<file path="src/rtl/core/bps_pkg.sv">
// Shared constants and types for the bitonic peak search block.
package bps_pkg;

  localparam int MAX_ELEMENTS_DEF = 1024;
  localparam int PROBE_LIMIT_DEF  = 2048;

  localparam int ELEM_W   = 32;
  localparam int INDEX_W  = 10;
  localparam int STATUS_W = 2;

  // Result codes
  typedef enum logic [STATUS_W-1:0] {
    ST_FOUND = 2'd0,
    ST_SHORT = 2'd1,
    ST_RANGE = 2'd2,
    ST_LIMIT = 2'd3
  } status_t;

  // Sequencer states
  typedef enum logic [2:0] {
    S_LOAD,
    S_CHECK,
    S_RD_MID,
    S_RD_RGT,
    S_EVAL,
    S_EMIT
  } state_t;

endpackage

</file>
<file path="src/rtl/core/bps_ctrl.sv">
// Load counter and probe sequencer for the peak search.
module bps_ctrl #(
  parameter int MAX_ELEMENTS = bps_pkg::MAX_ELEMENTS_DEF,
  parameter int PROBE_LIMIT  = bps_pkg::PROBE_LIMIT_DEF,
  parameter int AW           = $clog2(MAX_ELEMENTS)
) (
  input  logic                         clk,
  input  logic                         rst,
  // element transaction
  input  logic                         in_valid,
  input  logic                         in_last,
  output logic                         in_stall,
  // store ports
  output logic                         wr_en,
  output logic [AW-1:0]                wr_addr,
  output logic [AW-1:0]                rd_addr,
  input  logic [bps_pkg::ELEM_W-1:0]   rd_data,
  // result hand-off
  input  logic                         res_free,
  output logic                         res_load,
  output logic [bps_pkg::INDEX_W-1:0]  res_index,
  output bps_pkg::status_t             res_status
);

  localparam int CW = $clog2(MAX_ELEMENTS + 1);
  localparam int PW = CW + 2;
  localparam int LW = $clog2(PROBE_LIMIT + 1);
  localparam int XW = (PW > bps_pkg::INDEX_W) ? PW : bps_pkg::INDEX_W;

  localparam logic [CW-1:0] COUNT_MAX = CW'(MAX_ELEMENTS);
  localparam logic [LW-1:0] LIMIT     = LW'(PROBE_LIMIT);

  bps_pkg::state_t state, state_next;

  logic [CW-1:0]              count;
  logic [CW-1:0]              n;
  logic signed [PW-1:0]       pos;
  logic [CW-1:0]              step;
  logic [LW-1:0]              probes;
  logic signed [bps_pkg::ELEM_W-1:0] lft;
  logic signed [bps_pkg::ELEM_W-1:0] mid;

  logic                       accept;
  logic                       not_full;
  logic [CW-1:0]              n_next;
  logic                       short_arr;
  logic                       at_limit;
  logic                       out_of_range;
  logic signed [PW-1:0]       n_s;
  logic signed [bps_pkg::ELEM_W-1:0] rgt;
  logic                       is_peak;
  logic                       go_right;
  logic [CW-1:0]              step_half;
  logic [CW-1:0]              step_next;
  logic [XW-1:0]              pos_wide;

  assign accept    = in_valid && !in_stall;
  assign not_full  = (count < COUNT_MAX);
  assign n_next    = count + CW'(not_full);
  assign short_arr = (n_next < CW'(3));

  assign n_s          = $signed(PW'(n));
  assign at_limit     = (probes >= LIMIT);
  assign out_of_range = (pos < PW'(1)) || (pos > n_s - PW'(2));

  assign rgt       = $signed(rd_data);
  assign is_peak   = (lft < mid) && (rgt < mid);
  assign go_right  = (mid < rgt);
  assign step_half = step >> 1;
  assign step_next = (step_half == '0) ? CW'(1) : step_half;
  assign pos_wide  = XW'($unsigned(pos));

  assign wr_en   = accept && not_full;
  assign wr_addr = count[AW-1:0];

  always_ff @(posedge clk) begin
    if (rst) begin
      state <= bps_pkg::S_LOAD;
    end else begin
      state <= state_next;
    end
  end

  always_comb begin
    state_next = state;
    in_stall   = 1'b1;
    res_load   = 1'b0;
    rd_addr    = pos[AW-1:0];
    case (state)
      bps_pkg::S_LOAD: begin
        in_stall = 1'b0;
        if (accept && in_last) begin
          state_next = short_arr ? bps_pkg::S_EMIT : bps_pkg::S_CHECK;
        end
      end
      bps_pkg::S_CHECK: begin
        rd_addr = AW'(pos - PW'(1));
        if (at_limit || out_of_range) begin
          state_next = bps_pkg::S_EMIT;
        end else begin
          state_next = bps_pkg::S_RD_MID;
        end
      end
      bps_pkg::S_RD_MID: begin
        rd_addr    = pos[AW-1:0];
        state_next = bps_pkg::S_RD_RGT;
      end
      bps_pkg::S_RD_RGT: begin
        rd_addr    = AW'(pos + PW'(1));
        state_next = bps_pkg::S_EVAL;
      end
      bps_pkg::S_EVAL: begin
        state_next = is_peak ? bps_pkg::S_EMIT : bps_pkg::S_CHECK;
      end
      bps_pkg::S_EMIT: begin
        res_load = res_free;
        if (res_free) begin
          state_next = bps_pkg::S_LOAD;
        end
      end
      default: begin
        state_next = bps_pkg::S_LOAD;
      end
    endcase
  end

  // count and probe counter are control state
  always_ff @(posedge clk) begin
    if (rst) begin
      count  <= '0;
      probes <= '0;
    end else begin
      if (accept) begin
        count <= in_last ? '0 : n_next;
        if (in_last) begin
          probes <= '0;
        end
      end
      if (state == bps_pkg::S_CHECK && !at_limit) begin
        probes <= probes + LW'(1);
      end
    end
  end

  // search datapath
  always_ff @(posedge clk) begin
    case (state)
      bps_pkg::S_LOAD: begin
        if (accept && in_last) begin
          n          <= n_next;
          pos        <= $signed(PW'(n_next >> 1));
          step       <= n_next >> 1;
          res_index  <= '0;
          res_status <= bps_pkg::ST_SHORT;
        end
      end
      bps_pkg::S_CHECK: begin
        res_index <= '0;
        if (at_limit) begin
          res_status <= bps_pkg::ST_LIMIT;
        end else begin
          res_status <= bps_pkg::ST_RANGE;
        end
      end
      bps_pkg::S_RD_MID: begin
        lft <= $signed(rd_data);
      end
      bps_pkg::S_RD_RGT: begin
        mid <= $signed(rd_data);
      end
      bps_pkg::S_EVAL: begin
        if (is_peak) begin
          res_index  <= pos_wide[bps_pkg::INDEX_W-1:0];
          res_status <= bps_pkg::ST_FOUND;
        end else begin
          step <= step_next;
          pos  <= go_right ? (pos + $signed(PW'(step_next)))
                           : (pos - $signed(PW'(step_next)));
        end
      end
      default: begin
      end
    endcase
  end

endmodule

</file>
<file path="config.mk">
export PLATFORM = sky130hd
export DESIGN_NAME = bps_ctrl
export DESIGN_NICKNAME = d
export VERILOG_FILES = /design/src/rtl/core/bps_pkg.sv /design/src/rtl/core/bps_ctrl.sv
export SDC_FILE = /design/constraint.sdc
export NUM_CORES = 1
export LEC_CHECK = 0
export ABC_AREA = 1
export BUFFER_PORTS_ARGS = -buffer_cell sky130_fd_sc_hd__buf_2
export CORE_MARGIN = 1.5
export CORE_UTILIZATION = 65
export CTS_BUF_LIST = sky130_fd_sc_hd__clkbuf_4
export DETAILED_ROUTE_END_ITERATION = 10
export GPL_TIMING_DRIVEN = 0
export PLACE_DENSITY_LB_ADDON = 0.2
export SYNTH_ARGS = -nofsm -noshare
export SYNTH_HDL_FRONTEND = slang
export SYNTH_SLANG_ARGS = --single-unit
</file>
<file path="constraint.sdc">
create_clock -name clk -period 9.89 [get_ports clk]
set_input_delay 0.4945 -clock clk [delete_from_list [all_inputs] [get_ports clk]]
set_output_delay 0.4945 -clock clk [all_outputs]
set_load 0.005 [all_outputs]
</file>
# --- Word level (Yosys, flattened, before mapping) ---
# Cells that the tools add are included.
totals:
  output_inout_bits: 35
  ff_bits: 137
  elab_cells: 81
op_classes:
  eq_ne: 9
  magnitude_cmp: 8
  n_mux: 28
  addsub: 7
  reduce_logical: 19
ops:
  columns: ["op", "n"]
  rows:
  - ["$lt A32 B32 Y1", 3]
  - ["$mux W13", 3]
  - ["$mux W12", 3]
  - ["$mux W11", 3]
  - ["$mux W10", 3]
  - ["$pmux W10 S3", 1]
  - ["$pmux W13 S2", 1]
  - ["$pmux W11 S2", 1]
  - ["$pmux W10 S2", 1]
  - ["$pmux W3 S6", 1]
  - ["$mux W3", 5]
  - ["$add A13 B11 Y13", 1]
  - ["$gt A13 B12 Y1", 1]
  - ["$lt A13 B2 Y1 const B", 1]
  - ["$sub A13 B11 Y13", 1]
  - ["$add A12 B1 Y12 const B", 1]
  - ["$ge A12 B12 Y1 const B", 1]
  - ["$sub A11 B2 Y12 const B", 1]
  - ["$add A11 B1 Y11", 1]
  - ["$logic_not A11 Y1", 1]
  - ["$lt A11 B11 Y1 const B", 1]
  - ["$lt A11 B2 Y1 const B", 1]
  - ["$add A10 B2 Y10 const B", 1]
  - ["$sub A10 B2 Y10 const B", 1]
  - ["other kinds (16)", 33]

# --- Longest topological paths before layout ---
depth:
  depth_word: 6
  mapped_depth: 29
  ltp_nobuf: 29

# --- Worst setup path before layout ---
# No wires, ideal clock.
synth_path:
  path_type: "flip-flop to output port"
  from: "register state[2]"
  to: "output rd_addr[8]"
  path_slack_ns: 5.332
  path_buffers: 0
  path_stages_with_launch: 15
  t_required_ns: 9.396
  t_arrival_ns: 4.064
  path_cell_list: "dfxtp_1 > nor2_8 > inv_6 > nor2_1 > inv_1 > fa_1 > nand3_1 > nand3_1 > nand2_1 > nand2_1 > a21oi_1 > o21ai_0 > a21oi_1 > xor2_1 > o21ai_0"
synth_via:
  elab_chain_len: 2
  word_cells_on_any_way: 3
  cone_classes: "2 x eq/ne; 1 x mux"
synth_rtl:
  columns: ["item", "line_no", "text"]
  rows:
  - ["start: declaration", "bps_ctrl.sv:33", "bps_pkg::state_t state, state_next;"]
  - ["start signal: assignment", "bps_ctrl.sv:78", "state <= bps_pkg::S_LOAD;"]
  - ["start signal: assignment", "bps_ctrl.sv:80", "state <= state_next;"]
  - ["$eq A3 B2 Y1 or $eq A3 B1 Y1 (tied branches)", "bps_ctrl.sv:89", "case (state)"]
  - ["$pmux W10 S2 *", "bps_ctrl.sv:89", null]
  - ["end: declaration", "bps_ctrl.sv:16", "output logic [AW-1:0] rd_addr,"]
# Every way passes the cells marked *; elsewhere a longest branch is shown, timed or not.

# --- Worst setup path in the final report ---
# Ends and elaborated chain as after synthesis.

==> metrics.md <==
| Metric | Value |
|---|---|
| Post-Synth XOR/XNOR Area | 2.87% |
| DR iter-0 viols | approximately 420 |
| Worst Skew | 18.7 ps |
| Max incr delay on CP | between 400 and 500 ps |
| Clock Tree Root | clkbuf_4 |
| Die area | 13800 um2 |
| Final hold viol count | 0 |
| CORE AREA | 12700 um2 |
| Synth cell types | 43 |
| Synth Flop Type | edfxtp_1 |
| Filler cells | 973 |
| Lkg Pwr | approximately 0.0044 uW |
| Nets | 1212 |
| Resized cells post-CTS | 0 |
| Placed insts | 1224 |
| Ys Warns | 0 |
| Initial core utilization | 67.1% |
| Gpl congestion | roughly 0.91 |
| RSZ-0062 raised after global routing | false |
| Seq. cell area | approximately 3800 um2 |
| Yosys top cell by area | edfxtp_1 |
| Compound-cell area share of the yosys netlist | 9.95% |
| Final setup TNS | 0 ps |
| Largest net degree at the start of global routing | 22 |
| Final design utilization | 74.4% |
| Final worst path period share | 45.7% |
| Ys async rst share | 0% |
| CTS Hold Bufs | 0 |
| Routed Antenna Nets | 0 |
| Clk sink count | 135 |
| Largest family of logic cells by synthesized area | simple AND/OR/NAND/NOR gates |
| Final cell count without fillers | 1257 |
| Cell area after synthesis | 8540 um2 |
| Slowest cell on crit path | fa_1 |
| Hold Crit Class | input pin to register |
| Setup ws final | 5370 ps |
| Initial antenna violation count | 1 |
| Share of cells above drive strength 1 | 14.0% |
| Post-synthesis mux area share | 0% |
| Width of the die | ~120 um |
| CP Cell Sequence | nor2_8 -> inv_6 -> nor2_4 -> buf_16 -> inv_1 -> fa_1 -> nand3_1 -> nand3_1 -> nand2_1 -> nand2_1 -> a21oi_1 -> o21ai_0 -> a21oi_1 -> xor2_1 -> o21ai_0 -> buf_2 |
| Part of the Yosys area used for sequential elements | between 40 and 50% |
| CP Max Fanout | 21 |
| WL/cell | 14.3 um |
| Path length in cells of the critical path | 16 |
| Max Freq | 221 MHz |
| Peak supply drop | approximately 0.15 mV |
| DPL Wire Length | 13700 um |
| Synth Area in Simple Gates | 17.9% |
| CTS tree | done |
| P&R area growth vs syn | 10.8% |
| Most instantiated cells after synthesis | nand2_1 (185), inv_1 (174), edfxtp_1 (109), ha_1 (102), nor2_1 (84) |
| Endpoint class of the critical path | output pin |
| Fin crit period | 4520 ps |
| Hold slack | 115 ps |
| Buffers and inverters on the worst path | 4 |
| Congestion Overflow GR | 0 |
| Adder-Cell Fraction of Synth Area | 15.4% |
| Top post-synthesis cells by area | edfxtp_1 (38%), ha_1 (15%), nand2_1 (8.1%), inv_1 (7.6%), dfxtp_1 (6.1%) |
| # IOs | between 70 and 80 |
| CTS H-tree depth | 4 |
| Max cap viols | 0 |
| IO Port Bufs | 71 |
| GRT Total Usage | 26.8% |
| CP arrival | 4020 ps |
| Worst hold path depth | 1 |
| Crit path max-delay family | simple AND/OR/NAND/NOR gates |
| Vias in the first global route | 6371 |
| Most common cell in the netlist | nand2_1 |
| Slew HR | 35.4% |
| Pwr dens | ~180 nW/um2 |
| Footprint of the multi-input gates | 3970 um2 |
| Post-synth top area share | 38.3% |
| Tightest Pin Transition | around 960 ps |
| DR vias | 6675 |
| Setup bufs post-CTS | 0 |
| FF-to-FF path depth | 20 |
| First-pass GRT wire length | 29300 um |
| Startpoint Class | register |
| Outcome | finished, final reports clean |
| Via density | 5.31 |
| Setup Viol. Count Final | 0 |
| Clk_lat worst skew | around 570 ps |
| Row count | 41 |
| # DRC | 0 |
| Max clock buf depth | 2 |
| Max Slew Vio Count | 0 |
| Number of synthesized flops with an enable pin | 109 |
| Worst EP required | 9400 ps |
| Die Y | 118 um |
| Mean Syn Cell Area | 8.75 um2 |
| Post-Route WL | about 18000 um |
| Crit path kind | register to output pin |
| Num CTS Buffers | 17 |
| Seq cells post-synth | 135 |
| Post-Syn Instances | between 900 and 1000 |
| Drt first pass iters | 6 |
| Syn nets | 1117 |
| Clk slew on worst S/H paths | 120 ps |
| Post-place setup slack | 5590 ps |
## final timing paths
| kind | slack, ps | to | start |
|---|---|---|---|
| max | 5370 | rd_addr[8] | state[2] |
| min | 110 | lft[11] | rd_data[11] |
| max reg2reg | 5760 | pos[10] | mid[21] |
| min reg2reg | 470 | probes[11] | probes[10] |
## power by group
part	switching [uW]	leakage, uW	internal (uW)
Combinational	398	0.00308	231
Clock	197	0.000137	143
Sequential	57.5	0.00122	702
## final cells by class
type	count	share of cell area, %
Antenna cell	1	0.0264
Buffer	19	1.18
Clock buffer	24	1.90
Clock inverter	8	0.833
Inverter	183	7.31
Multi-Input combinational cell	639	41.9
Sequential cell	135	40.1
Tap cell	172	2.27
Timing Repair Buffer	76	4.52
## layer usage
metal | GRT usage [%] | part of all wire (%)
met5 | 0 | 0
met4 | 10.9 | 3.1
met3 | 6.20 | 5.2
met2 | 46.5 | 50
met1 | 32.1 | 42
## registers in the layout (all words and copies together) (netlist names)
signal / count
lft: 32
pos: 13
res_index: 10
n: 11
res_status: 2
probes: 12
state: 3
count: 11
mid: 32
step: 9
## layout by cell type (no fill, tap or decap), drive strengths merged, types with 4 or more instances in the layout
cell	n
edfxtp	109
nor3	20
xor2	23
buf	88
clkbuf	31
a221oi	4
inv	183
nand4	10
nand2	188
ha	102
a21o	4
nor4	9
or2	5
o21ai	53
dfxtp	26
nand3	31
clkinvlp	4
nor2	91
xnor2	5
a21oi	74
## worst reg2reg max path: stages (launching register included)
cell and delay, ps:
edfxtp_1 440, ha_1 310, a21oi_1 190, nor2_1 60, nor2_1 80, nand3_1 80
a21oi_1 210, nand2_1 100, nand2_1 150, nand2_2 170, o21ai_0 280, inv_1 100
fa_1 440, o21ai_1 310, inv_1 110, o31ai_1 380, nand2_1 120, a21oi_1 200
nand2_1 70, nand2_1 60, nor2_1 40
## through the flow
stage / area, um2 / total power [uW]
global route: 9470 / 1850
finish: 9470 / 1730
detailed placement: 9210 / 1390
CTS: 9460 / 1730
global placement: 9110 / 1360
floorplan: 8540 / 1180
## logic make-up after synthesis
family          Yosys count
simple gates            355
fa+ha+maj               104
compound gates          152
buf+inv                 202
xor+xnor                 28
flops                   135
Power figures use the tool's default switching activity.
